### src/design/fst_pkg.sv
// fst_pkg: types, command and status codes and fixed constants of the solar tracker
// no dependencies; used by fst_cfg_if, fst_cfg_regs, fst_step, the top level, the checker and the bench

package fst_pkg;

    // command codes on the func field
    localparam logic [1:0] FUNC_TRACK  = 2'd0;
    localparam logic [1:0] FUNC_SEARCH = 2'd1;
    localparam logic [1:0] FUNC_EAST   = 2'd2;

    // search status codes
    localparam logic [1:0] STAT_IDLE      = 2'd0;
    localparam logic [1:0] STAT_FOUND     = 2'd1;
    localparam logic [1:0] STAT_SEARCHING = 2'd2;
    localparam logic [1:0] STAT_GIVE_UP   = 2'd3;

    // configuration register indexes
    localparam int unsigned CFG_IDX_W = 3;
    localparam logic [CFG_IDX_W-1:0] CFG_TRACK_THRESHOLD  = 3'd0;
    localparam logic [CFG_IDX_W-1:0] CFG_SEARCH_TOLERANCE = 3'd1;
    localparam logic [CFG_IDX_W-1:0] CFG_SEARCH_STEP_DEG  = 3'd2;
    localparam logic [CFG_IDX_W-1:0] CFG_SEARCH_SWEEPS    = 3'd3;
    localparam logic [CFG_IDX_W-1:0] CFG_TILT_HOME        = 3'd4;
    localparam int unsigned CFG_DATA_W = 10;

    // angle constants
    localparam logic [8:0] PAN_FLIP   = 9'd180;
    localparam logic [7:0] TILT_MID   = 8'd90;
    localparam logic [9:0] HALF_TURN  = 10'd180;
    localparam logic [7:0] TILT_RESET = 8'd45;
    localparam logic [7:0] SERVO_MAX  = 8'd255;

    typedef struct packed {
        logic [9:0] track_threshold;
        logic [9:0] search_tolerance;
        logic [7:0] search_step_deg;
        logic [7:0] search_sweeps;
        logic [7:0] tilt_home;
    } cfg_t;

    typedef struct packed {
        logic [1:0] func;
        logic [9:0] light_nw;
        logic [9:0] light_ne;
        logic [9:0] light_sw;
        logic [9:0] light_se;
    } sample_t;

    typedef struct packed {
        logic [7:0] pan_servo;
        logic [7:0] tilt_servo;
        logic [8:0] pan_heading;
        logic       pane_flipped;
        logic [1:0] search_status;
    } result_t;

    typedef struct packed {
        logic [8:0] heading;
        logic [7:0] tilt;
        logic       searching;
        logic [8:0] sweep_progress;
        logic [7:0] sweeps_done;
    } state_t;

endpackage

### src/design/fst_sample_if.sv
// fst_sample_if: input channel of the solar tracker, one sensor sample and command per beat
// no dependencies

interface fst_sample_if;
    logic       valid;
    logic       ready;
    logic [1:0] func;
    logic [9:0] light_nw;
    logic [9:0] light_ne;
    logic [9:0] light_sw;
    logic [9:0] light_se;

    modport source (output valid, func, light_nw, light_ne, light_sw, light_se, input ready);
    modport sink   (input valid, func, light_nw, light_ne, light_sw, light_se, output ready);
endinterface

### src/design/fst_result_if.sv
// fst_result_if: result channel of the solar tracker, servo commands and search status
// no dependencies

interface fst_result_if;
    logic       valid;
    logic       ready;
    logic [7:0] pan_servo;
    logic [7:0] tilt_servo;
    logic [8:0] pan_heading;
    logic       pane_flipped;
    logic [1:0] search_status;

    modport source (output valid, pan_servo, tilt_servo, pan_heading, pane_flipped,
                    search_status, input ready);
    modport sink   (input valid, pan_servo, tilt_servo, pan_heading, pane_flipped,
                    search_status, output ready);
endinterface

### src/design/fst_cfg_if.sv
// fst_cfg_if: configuration write channel, register index and data per beat
// depends on fst_pkg for the index and data widths

interface fst_cfg_if;
    logic                           valid;
    logic                           ready;
    logic [fst_pkg::CFG_IDX_W-1:0]  index;
    logic [fst_pkg::CFG_DATA_W-1:0] data;

    modport source (output valid, index, data, input ready);
    modport sink   (input valid, index, data, output ready);
endinterface

### src/design/fst_cfg_regs.sv
// fst_cfg_regs: configuration register file of the solar tracker
// depends on fst_pkg and fst_cfg_if

module fst_cfg_regs (
    input  logic             clk,
    input  logic             rst_n,
    fst_cfg_if.sink          cfg,
    output fst_pkg::cfg_t    regs
);

    fst_pkg::cfg_t cfg_reg;

    assign cfg.ready = 1'b1;
    assign regs      = cfg_reg;

    always_ff @(posedge clk or negedge rst_n)
    begin
        if (!rst_n)
        begin
            cfg_reg.track_threshold  <= 10'd50;
            cfg_reg.search_tolerance <= 10'd500;
            cfg_reg.search_step_deg  <= 8'd10;
            cfg_reg.search_sweeps    <= 8'd2;
            cfg_reg.tilt_home        <= 8'd45;
        end
        else if (cfg.valid)
        begin
            case (cfg.index)
                fst_pkg::CFG_TRACK_THRESHOLD:  cfg_reg.track_threshold  <= cfg.data;
                fst_pkg::CFG_SEARCH_TOLERANCE: cfg_reg.search_tolerance <= cfg.data;
                fst_pkg::CFG_SEARCH_STEP_DEG:  cfg_reg.search_step_deg  <= cfg.data[7:0];
                fst_pkg::CFG_SEARCH_SWEEPS:    cfg_reg.search_sweeps    <= cfg.data[7:0];
                fst_pkg::CFG_TILT_HOME:        cfg_reg.tilt_home        <= cfg.data[7:0];
                default: ;
            endcase
        end
    end

endmodule

### src/design/fst_step.sv
// fst_step: one tracker step, next pan/tilt/search state and the result item
// depends on fst_pkg; purely combinational, sits between the input and result registers

module fst_step #(
    parameter int unsigned PAN_RANGE  = 360,
    parameter int unsigned TILT_RANGE = 180
) (
    input  fst_pkg::sample_t item,
    input  fst_pkg::state_t  st,
    input  fst_pkg::cfg_t    cfg,
    output fst_pkg::state_t  st_next,
    output fst_pkg::result_t res
);

    localparam logic [9:0] PAN_MOD  = 10'(PAN_RANGE + 1);
    localparam logic [9:0] PAN_MAX  = 10'(PAN_RANGE);
    localparam logic [7:0] TILT_TOP = 8'(TILT_RANGE);

    // target stays below three turns, so two conditional subtracts wrap it
    function automatic logic [8:0] pan_wrap(input logic [9:0] target);
        logic [9:0] t;
        begin
            t = target;
            if (t >= PAN_MOD)
                t = t - PAN_MOD;
            if (t >= PAN_MOD)
                t = t - PAN_MOD;
            pan_wrap = t[8:0];
        end
    endfunction

    always_comb
    begin
        logic [10:0]       sum_w, sum_e, sum_n, sum_s;
        logic signed [10:0] dh, dv;
        logic [10:0]       mag_h, mag_v;
        logic              move_h, move_v;
        logic              pan_up;
        logic              pan_move;
        logic [9:0]        pan_tgt;
        logic [8:0]        pan_nxt;
        logic [7:0]        tilt_a, tilt_b;
        logic              home_ok;
        logic [7:0]        step;
        logic [7:0]        limit;
        logic [8:0]        prog_base;
        logic [7:0]        done_base;
        logic [9:0]        prog_sum;
        logic [7:0]        done_inc;
        logic              hit;
        logic [1:0]        status;
        logic [8:0]        pan_diff;

        sum_w = {1'b0, item.light_nw} + {1'b0, item.light_sw};
        sum_e = {1'b0, item.light_ne} + {1'b0, item.light_se};
        sum_n = {1'b0, item.light_nw} + {1'b0, item.light_ne};
        sum_s = {1'b0, item.light_sw} + {1'b0, item.light_se};
        dh    = signed'({1'b0, sum_w[10:1]}) - signed'({1'b0, sum_e[10:1]});
        dv    = signed'({1'b0, sum_n[10:1]}) - signed'({1'b0, sum_s[10:1]});
        mag_h = dh[10] ? 11'(-dh) : 11'(dh);
        mag_v = dv[10] ? 11'(-dv) : 11'(dv);
        move_h = mag_h > {1'b0, cfg.track_threshold};
        move_v = mag_v > {1'b0, cfg.track_threshold};
        pan_up = (!dh[10] && dh != 11'sd0) == (st.tilt <= fst_pkg::TILT_MID);

        home_ok   = cfg.tilt_home <= TILT_TOP;
        step      = (cfg.search_step_deg == 8'd0) ? 8'd1 : cfg.search_step_deg;
        limit     = (cfg.search_sweeps == 8'd0) ? 8'd1 : cfg.search_sweeps;
        prog_base = st.searching ? st.sweep_progress : 9'd0;
        done_base = st.searching ? st.sweeps_done : 8'd0;
        prog_sum  = {1'b0, prog_base} + {2'b00, step};
        done_inc  = done_base + 8'd1;
        hit = (item.light_nw > cfg.search_tolerance) || (item.light_ne > cfg.search_tolerance)
           || (item.light_sw > cfg.search_tolerance) || (item.light_se > cfg.search_tolerance);

        st_next  = st;
        status   = fst_pkg::STAT_IDLE;
        pan_move = 1'b0;
        pan_tgt  = {1'b0, st.heading};
        tilt_a   = st.tilt;

        case (item.func)
            fst_pkg::FUNC_TRACK:
            begin
                st_next.searching = 1'b0;
                if (move_h)
                begin
                    pan_move = 1'b1;
                    if (pan_up)
                        pan_tgt = {1'b0, st.heading} + 10'd1;
                    else if (st.heading == 9'd0)
                        pan_tgt = PAN_MAX;
                    else
                        pan_tgt = {1'b0, st.heading} - 10'd1;
                end
            end
            fst_pkg::FUNC_SEARCH:
            begin
                if (!st.searching && home_ok)
                    tilt_a = cfg.tilt_home;
                st_next.sweep_progress = prog_base;
                st_next.sweeps_done    = done_base;
                if (hit)
                begin
                    st_next.searching = 1'b0;
                    status            = fst_pkg::STAT_FOUND;
                end
                else
                begin
                    pan_move          = 1'b1;
                    pan_tgt           = {1'b0, st.heading} + {2'b00, step};
                    st_next.searching = 1'b1;
                    status            = fst_pkg::STAT_SEARCHING;
                    if (prog_sum > PAN_MAX)
                    begin
                        st_next.sweep_progress = 9'd0;
                        st_next.sweeps_done    = done_inc;
                        if (done_inc >= limit)
                        begin
                            st_next.searching = 1'b0;
                            status            = fst_pkg::STAT_GIVE_UP;
                        end
                    end
                    else
                    begin
                        st_next.sweep_progress = prog_sum[8:0];
                    end
                end
            end
            fst_pkg::FUNC_EAST:
            begin
                st_next.searching = 1'b0;
                if (home_ok)
                    tilt_a = cfg.tilt_home;
                pan_move = 1'b1;
                pan_tgt  = {1'b0, st.heading} + fst_pkg::HALF_TURN;
            end
            default:
            begin
                st_next.searching = 1'b0;
            end
        endcase

        // crossing the flip heading mirrors the tilt
        pan_nxt = pan_wrap(pan_tgt);
        tilt_b  = tilt_a;
        if (pan_move)
        begin
            st_next.heading = pan_nxt;
            if ((st.heading > fst_pkg::PAN_FLIP) != (pan_nxt > fst_pkg::PAN_FLIP))
                tilt_b = TILT_TOP - tilt_a;
        end

        st_next.tilt = tilt_b;
        if (item.func == fst_pkg::FUNC_TRACK && move_v)
        begin
            if (!dv[10])
            begin
                if (tilt_b != 8'd0)
                    st_next.tilt = tilt_b - 8'd1;
            end
            else if (tilt_b < TILT_TOP)
            begin
                st_next.tilt = tilt_b + 8'd1;
            end
        end

        pan_diff = st_next.heading - fst_pkg::PAN_FLIP;
        if (st_next.heading > fst_pkg::PAN_FLIP)
            res.pan_servo = pan_diff[8] ? fst_pkg::SERVO_MAX : pan_diff[7:0];
        else
            res.pan_servo = st_next.heading[7:0];
        res.tilt_servo    = st_next.tilt;
        res.pan_heading   = st_next.heading;
        res.pane_flipped  = st_next.heading > fst_pkg::PAN_FLIP;
        res.search_status = status;
    end

endmodule

### src/design/four_sensor_solar_tracker.sv
// four_sensor_solar_tracker: top level, input register, step logic, state and result registers
// depends on fst_pkg, the three channel interfaces, fst_cfg_regs and fst_step

// Takes one item per cycle on sample while result is not stalled and gives one result per
// item on result. The item is captured in the input register at the accepting edge; once
// result is not stalled, the step logic, working from it and the current pan/tilt/search
// state, loads the result register and the state registers together, and the result is
// offered from the result register. Since the step logic is combinational and closes the
// state loop through the state registers, items can follow each other back to back; a
// stalled result holds the input register, and sample stays ready while that register is
// empty or moving on. The configuration port is always ready, one write per cycle; writes
// to indexes past the register list are ignored.

module four_sensor_solar_tracker #(
    parameter int unsigned PAN_RANGE  = 360,
    parameter int unsigned TILT_RANGE = 180
) (
    input  logic          clk,
    input  logic          rst_n,
    fst_sample_if.sink    sample,
    fst_result_if.source  result,
    fst_cfg_if.sink       cfg
);

    fst_pkg::cfg_t    regs;
    fst_pkg::sample_t s0_item_reg;
    logic             s0_valid_reg;
    fst_pkg::state_t  state_reg;
    fst_pkg::state_t  state_next;
    fst_pkg::result_t res_reg;
    fst_pkg::result_t res_next;
    logic             res_valid_reg;
    logic             advance;

    fst_cfg_regs u_cfg (
        .clk   (clk),
        .rst_n (rst_n),
        .cfg   (cfg),
        .regs  (regs)
    );

    fst_step #(
        .PAN_RANGE  (PAN_RANGE),
        .TILT_RANGE (TILT_RANGE)
    ) u_step (
        .item    (s0_item_reg),
        .st      (state_reg),
        .cfg     (regs),
        .st_next (state_next),
        .res     (res_next)
    );

    assign advance      = s0_valid_reg && (!res_valid_reg || result.ready);
    assign sample.ready = !s0_valid_reg || advance;

    always_ff @(posedge clk or negedge rst_n)
    begin
        if (!rst_n)
        begin
            s0_valid_reg  <= 1'b0;
            res_valid_reg <= 1'b0;
            state_reg.heading        <= 9'd0;
            state_reg.tilt           <= fst_pkg::TILT_RESET;
            state_reg.searching      <= 1'b0;
            state_reg.sweep_progress <= 9'd0;
            state_reg.sweeps_done    <= 8'd0;
        end
        else
        begin
            if (sample.ready)
                s0_valid_reg <= sample.valid;
            if (advance)
            begin
                res_valid_reg <= 1'b1;
                state_reg     <= state_next;
            end
            else if (result.ready)
            begin
                res_valid_reg <= 1'b0;
            end
        end
    end

    // payload registers
    always_ff @(posedge clk)
    begin
        if (sample.valid && sample.ready)
        begin
            s0_item_reg.func     <= sample.func;
            s0_item_reg.light_nw <= sample.light_nw;
            s0_item_reg.light_ne <= sample.light_ne;
            s0_item_reg.light_sw <= sample.light_sw;
            s0_item_reg.light_se <= sample.light_se;
        end
        if (advance)
            res_reg <= res_next;
    end

    assign result.valid         = res_valid_reg;
    assign result.pan_servo     = res_reg.pan_servo;
    assign result.tilt_servo    = res_reg.tilt_servo;
    assign result.pan_heading   = res_reg.pan_heading;
    assign result.pane_flipped  = res_reg.pane_flipped;
    assign result.search_status = res_reg.search_status;

endmodule

### src/flat_wrapper.sv
// flat-port wrapper written by rule: the top's interface ports become plain ports
module four_sensor_solar_tracker_flat 
#(
    parameter int unsigned PAN_RANGE  = 360,
    parameter int unsigned TILT_RANGE = 180
)
  (clk, rst_n, sample_valid, sample_func, sample_light_nw, sample_light_ne, sample_light_sw, sample_light_se, sample_ready, result_valid, result_pan_servo, result_tilt_servo, result_pan_heading, result_pane_flipped, result_search_status, result_ready, cfg_valid, cfg_index, cfg_data, cfg_ready);
  fst_sample_if sample_i ();
  fst_result_if result_i ();
  fst_cfg_if cfg_i ();
  input  logic clk;
  input  logic rst_n;
  input wire logic [$bits(sample_i.valid)-1:0] sample_valid;
  input wire logic [$bits(sample_i.func)-1:0] sample_func;
  input wire logic [$bits(sample_i.light_nw)-1:0] sample_light_nw;
  input wire logic [$bits(sample_i.light_ne)-1:0] sample_light_ne;
  input wire logic [$bits(sample_i.light_sw)-1:0] sample_light_sw;
  input wire logic [$bits(sample_i.light_se)-1:0] sample_light_se;
  output wire logic [$bits(sample_i.ready)-1:0] sample_ready;
  output wire logic [$bits(result_i.valid)-1:0] result_valid;
  output wire logic [$bits(result_i.pan_servo)-1:0] result_pan_servo;
  output wire logic [$bits(result_i.tilt_servo)-1:0] result_tilt_servo;
  output wire logic [$bits(result_i.pan_heading)-1:0] result_pan_heading;
  output wire logic [$bits(result_i.pane_flipped)-1:0] result_pane_flipped;
  output wire logic [$bits(result_i.search_status)-1:0] result_search_status;
  input wire logic [$bits(result_i.ready)-1:0] result_ready;
  input wire logic [$bits(cfg_i.valid)-1:0] cfg_valid;
  input wire logic [$bits(cfg_i.index)-1:0] cfg_index;
  input wire logic [$bits(cfg_i.data)-1:0] cfg_data;
  output wire logic [$bits(cfg_i.ready)-1:0] cfg_ready;
  assign sample_i.valid = sample_valid;
  assign sample_i.func = sample_func;
  assign sample_i.light_nw = sample_light_nw;
  assign sample_i.light_ne = sample_light_ne;
  assign sample_i.light_sw = sample_light_sw;
  assign sample_i.light_se = sample_light_se;
  assign sample_ready = sample_i.ready;
  assign result_valid = result_i.valid;
  assign result_pan_servo = result_i.pan_servo;
  assign result_tilt_servo = result_i.tilt_servo;
  assign result_pan_heading = result_i.pan_heading;
  assign result_pane_flipped = result_i.pane_flipped;
  assign result_search_status = result_i.search_status;
  assign result_i.ready = result_ready;
  assign cfg_i.valid = cfg_valid;
  assign cfg_i.index = cfg_index;
  assign cfg_i.data = cfg_data;
  assign cfg_ready = cfg_i.ready;
  four_sensor_solar_tracker #(.PAN_RANGE(PAN_RANGE), .TILT_RANGE(TILT_RANGE)) u_core (.clk(clk), .rst_n(rst_n), .sample(sample_i), .result(result_i), .cfg(cfg_i));
endmodule
### config.mk
export PLATFORM = sky130hd
export DESIGN_NAME = four_sensor_solar_tracker_flat
export DESIGN_NICKNAME = d
export VERILOG_FILES = /design/src/design/fst_pkg.sv /design/src/design/fst_sample_if.sv /design/src/design/fst_result_if.sv /design/src/design/fst_cfg_if.sv /design/src/design/fst_cfg_regs.sv /design/src/design/fst_step.sv /design/src/design/four_sensor_solar_tracker.sv /design/src/flat_wrapper.sv
export SDC_FILE = /design/constraint.sdc
export NUM_CORES = 1
export LEC_CHECK = 0
export BUFFER_PORTS_ARGS = -buffer_cell sky130_fd_sc_hd__buf_2
export CELL_PAD_IN_SITES_DETAIL_PLACEMENT = 2
export CELL_PAD_IN_SITES_GLOBAL_PLACEMENT = 2
export CORE_ASPECT_RATIO = 1.75
export CORE_MARGIN = 4
export CORE_UTILIZATION = 35
export CTS_CLUSTER_SIZE = 25
export DETAILED_ROUTE_END_ITERATION = 10
export HOLD_SLACK_MARGIN = 0.12
export MAX_ROUTING_LAYER = met4
export PLACE_DENSITY = 0.7
export SYNTH_ARGS = -nofsm -noshare
export SYNTH_HDL_FRONTEND = slang
export SYNTH_SLANG_ARGS = --single-unit
### constraint.sdc
create_clock -name clk -period 31 [get_ports clk]
set_clock_uncertainty 0.15 [all_clocks]
set_input_delay 6.2 -clock clk [delete_from_list [all_inputs] [get_ports clk]]
set_output_delay 6.2 -clock clk [all_outputs]
set_load 0.005 [all_outputs]
==> metrics.csv <==
stage,metric,value,unit
setup_path,end_kind,flip-flop,
setup_path,required,31.22,ns
setup_path,cpLargestDelayFamily,compound AO/OA/AOI/OAI gates,
placed_design,gp_congestion,0.9126,
drt,wl_met3,1.033,mm
drt,ant_nets,0,
floorplanning,die-area,44670,sq um
setup_path,cp_slowest_cell,a211oi_2,
synth,synth_fp_nets,1846,
synth,syn_area,14430,sq um
finish,syn_to_final_growth,11.15,%
setup_path,worstReg2RegStart,u_core.s0_item_reg[11],
timing,fin_hold_ws,0.3461,ns
drt,drt-initial-drc-count,385,
timing,tns,0,ns
drt,vias,12940,
drt,drt_pass1_iterations,5,
setup_path,rr_worst_depth,53,
setup_path,cp_max_fo,13,
drt,wl_met1,18.35,mm
global_route,grt_overflow_total,0,
placed_design,hpwl,43.20,mm
run,drv_cap,0,
finish,largest_reg_flops,44,
hold_path,hp-start,u_core.state_reg[9],
setup_path,crit_type,reg2reg,
timing,fmax,0.07321,GHz
synth,yosysSeqAreaShare,28.79,%
finish,layout-drive-gt1-share,14.93,%
drt,wl_met2,30.67,mm
clock_network,clock_latency,0.45,ns
drt,wire_per_inst,23.49,microns
pwr,power,1.710,mW
clock_network,cts.reportedPaths.clkPinSlew,0.07,ns
clock_network,cts_setup_buffers,0,
timing,worst_slew_pin_slew,1.029,ns
clock_network,cts_buffers,17,
finish,fillers,4593,
synth,synth-adder-area-share,15.24,%
setup_path,r2r-end,u_core.state_reg[21],
hold_path,min_to,u_core.state_reg[9],
placed_design,numPortBuffers,89,
timing,rsz0062_at_grt,no,
synth,synth_top_family_by_area,compound AO/OA/AOI/OAI gates,
synth,synth_seq_cells,151,
pwr,p_leak,6.893,nW
synth,yosys.area.top_type,edfxtp_1,
drt,via_per_inst,5.750,
hold_path,hold_class,reg2reg,
drt,drcViolationCount,0,
drt,wl,52.88,mm
timing,slew_violations,0,
synth,synth-edff-count,70,
synth,avgSynthCellArea,8.935,sq um
synth,synth.distinct_cells,105,
finish,n_antenna_cell,0,
synth,synth_xor_area_share,6.729,%
timing,hold_violations,0,
synth,synth_simple_gate_area_share,15.95,%
floorplanning,core,40830,sq um
setup_path,critPathBufInv,4,
clock_network,cts.sinks,151,
synth,synthArstFlopShare,53.64,%
clock_network,ctsResizeCount,0,
setup_path,cp_data_arrival_time,13.88,ns
clock_network,cts_hold_buf,0,
setup_path,setup.worst_path.start_class,flip-flop,
floorplanning,start_util,35.34,%
synth,synth_ff_type,edfxtp_1,
synth,netlist_instances,1615,
setup_path,r2r_slack,17.34,ns
clock_network,clockBufferDepth,2,
synth,yosys_warnings,0,
global_route,grt_pass1_vias,14480,
timing,setup_ws,17.34,ns
floorplanning,die_w,161.5,microns
timing,fin_crit_sh,44.06,%
clock_network,clock-root-buffer,clkbuf_16,
placed_design,place_ws,17.33,ns
outcome,run_status,"finished, final reports clean",
timing,timing.slew.headroom,31.43,%
setup_path,cpPeakStageDelay,0.77,ns
global_route,antenna_found_initial,0,
timing,min_period,13.66,ns
synth,synth_top_area_share,14.57,%
drt,highest_layer,met4,
hold_path,holdPathStages,2,
synth,synthTopCellsByArea,"edfxtp_1 15%, ha_1 14%, dfrtp_1 11%",
timing,finalSetupViolCount,0,
global_route,grt_max_degree,52,
clock_network,htreeDepth,4,
global_route,grt_pass1_wl,82.39,mm
floorplanning,fp.dieH,276.6,microns
pwr,power_density,106.6,nW/um^2
floorplanning,num_rows,98,
pwr,peakVddDrop,0.03814,mV
synth,synth_compound_area_share,23.66,%
floorplanning,num_io_pins,91,
synth,muxShareOfSynthArea,4.847,%
global_route,grt_util_all_layers,24.39,%
clock_network,cts_tree,done,
finish,final_nets,1919,
per-layer routing:
metal	vias up	GRT usage, %
met4	0	11.69
met3	108	2.457
li1	6078	-
met1	6535	22.97
met5	-	-
met2	222	48.21
cells in the mapped netlist, types with 7 or more instances:
cell type / number
o211a_1: 7
nor2b_1: 17
o21ai_0: 95
o21ai_1: 8
nand2_1: 128
and2_1: 22
o211ai_1: 21
xor2_1: 29
dfrtp_1: 61
mux2_2: 37
nor4_1: 15
nor2_1: 108
o31ai_1: 13
nand3_1: 38
a22o_1: 18
fa_1: 8
edfxtp_1: 70
dfstp_2: 20
nor3_1: 28
a211oi_1: 19
and3_1: 14
or3_1: 13
ha_1: 163
o21bai_1: 33
o22ai_1: 9
clkbuf_1: 39
xnor2_1: 80
nand2b_1: 26
a21o_1: 31
a31oi_1: 10
o21a_1: 8
inv_1: 111
a21oi_1: 124
mux2i_1: 20
nand4_1: 20
logic make-up after synthesis:
group                      Yosys count
AOI/OAI and AO/OA                  488
xor gates and xnor gates           110
DFF                                151
adders and majority gates          171
muxes                               62
other                                1
and+or+nand+nor                    464
buffers and inverters              168
final cells by class:
type                       count  area (sq um)  area share [%]
tap                          550         688.2           4.291
multi-input combinational   1296          9613           59.93
sequential                   151          4154           25.90
timing repair buffer         106         575.6           3.588
clock buffer                  20         467.9           2.918
clock inverter                12         105.1          0.6553
inverter                     116         435.4           2.715
how the worst max path moves through the flow:
| stage | depth (start not counted) | endpoint | slack [ns] | start |
|---|---|---|---|---|
| 2_1_floorplan | 1 | sample_ready | 18.28 | result_ready |
| 3_3_place_gp | 52 | u_core.state_reg[21] | 17.90 | u_core.s0_item_reg[11] |
| 5_1_grt | 53 | u_core.state_reg[21] | 16.18 | u_core.s0_item_reg[11] |
| 3_5_place_dp | 52 | u_core.state_reg[21] | 17.33 | u_core.s0_item_reg[11] |
| 6_report | 53 | u_core.state_reg[21] | 17.34 | u_core.s0_item_reg[11] |
| 4_1_cts | 52 | u_core.state_reg[21] | 17.29 | u_core.s0_item_reg[1] |
tightest hold or removal path, cell delays in order (launching register included):
cell	delay [ns]
dfrtp_1	0.35
nand2_1	0.05
o31ai_1	0.06
stage by stage:
step | instance area [sq um] | util (%) | cells
3_3_place_gp | 15470 | 37.88 | 2219
6_report | 16040 | 39.28 | 2251
2_1_floorplan | 14430 | - | 1615
4_1_cts | 16040 | 39.28 | 2251
5_1_grt | 16040 | 39.28 | 2251
3_5_place_dp | 15470 | 37.88 | 2219
cell usage in the layout (no fill, tap or decap), types with 28 or more instances in the layout:
cell type,synthesis,layout
xnor2_1,80,80
edfxtp_1,70,70
ha_1,163,163
mux2_2,37,37
nor2_1,108,108
nand2_1,128,128
a21oi_1,124,124
nor3_1,28,28
o21bai_1,33,33
dfrtp_1,61,61
buf_2,2,88
a21o_1,31,31
nand3_1,38,38
xor2_1,29,29
o21ai_0,95,95
inv_1,111,111
power by group:
| part | switching, mW | internal (mW) |
|---|---|---|
| sequential | 0.0411 | 0.274 |
| clock | 0.101 | 0.113 |
| combinational | 0.740 | 0.442 |
(Power assumes the default switching activity.)
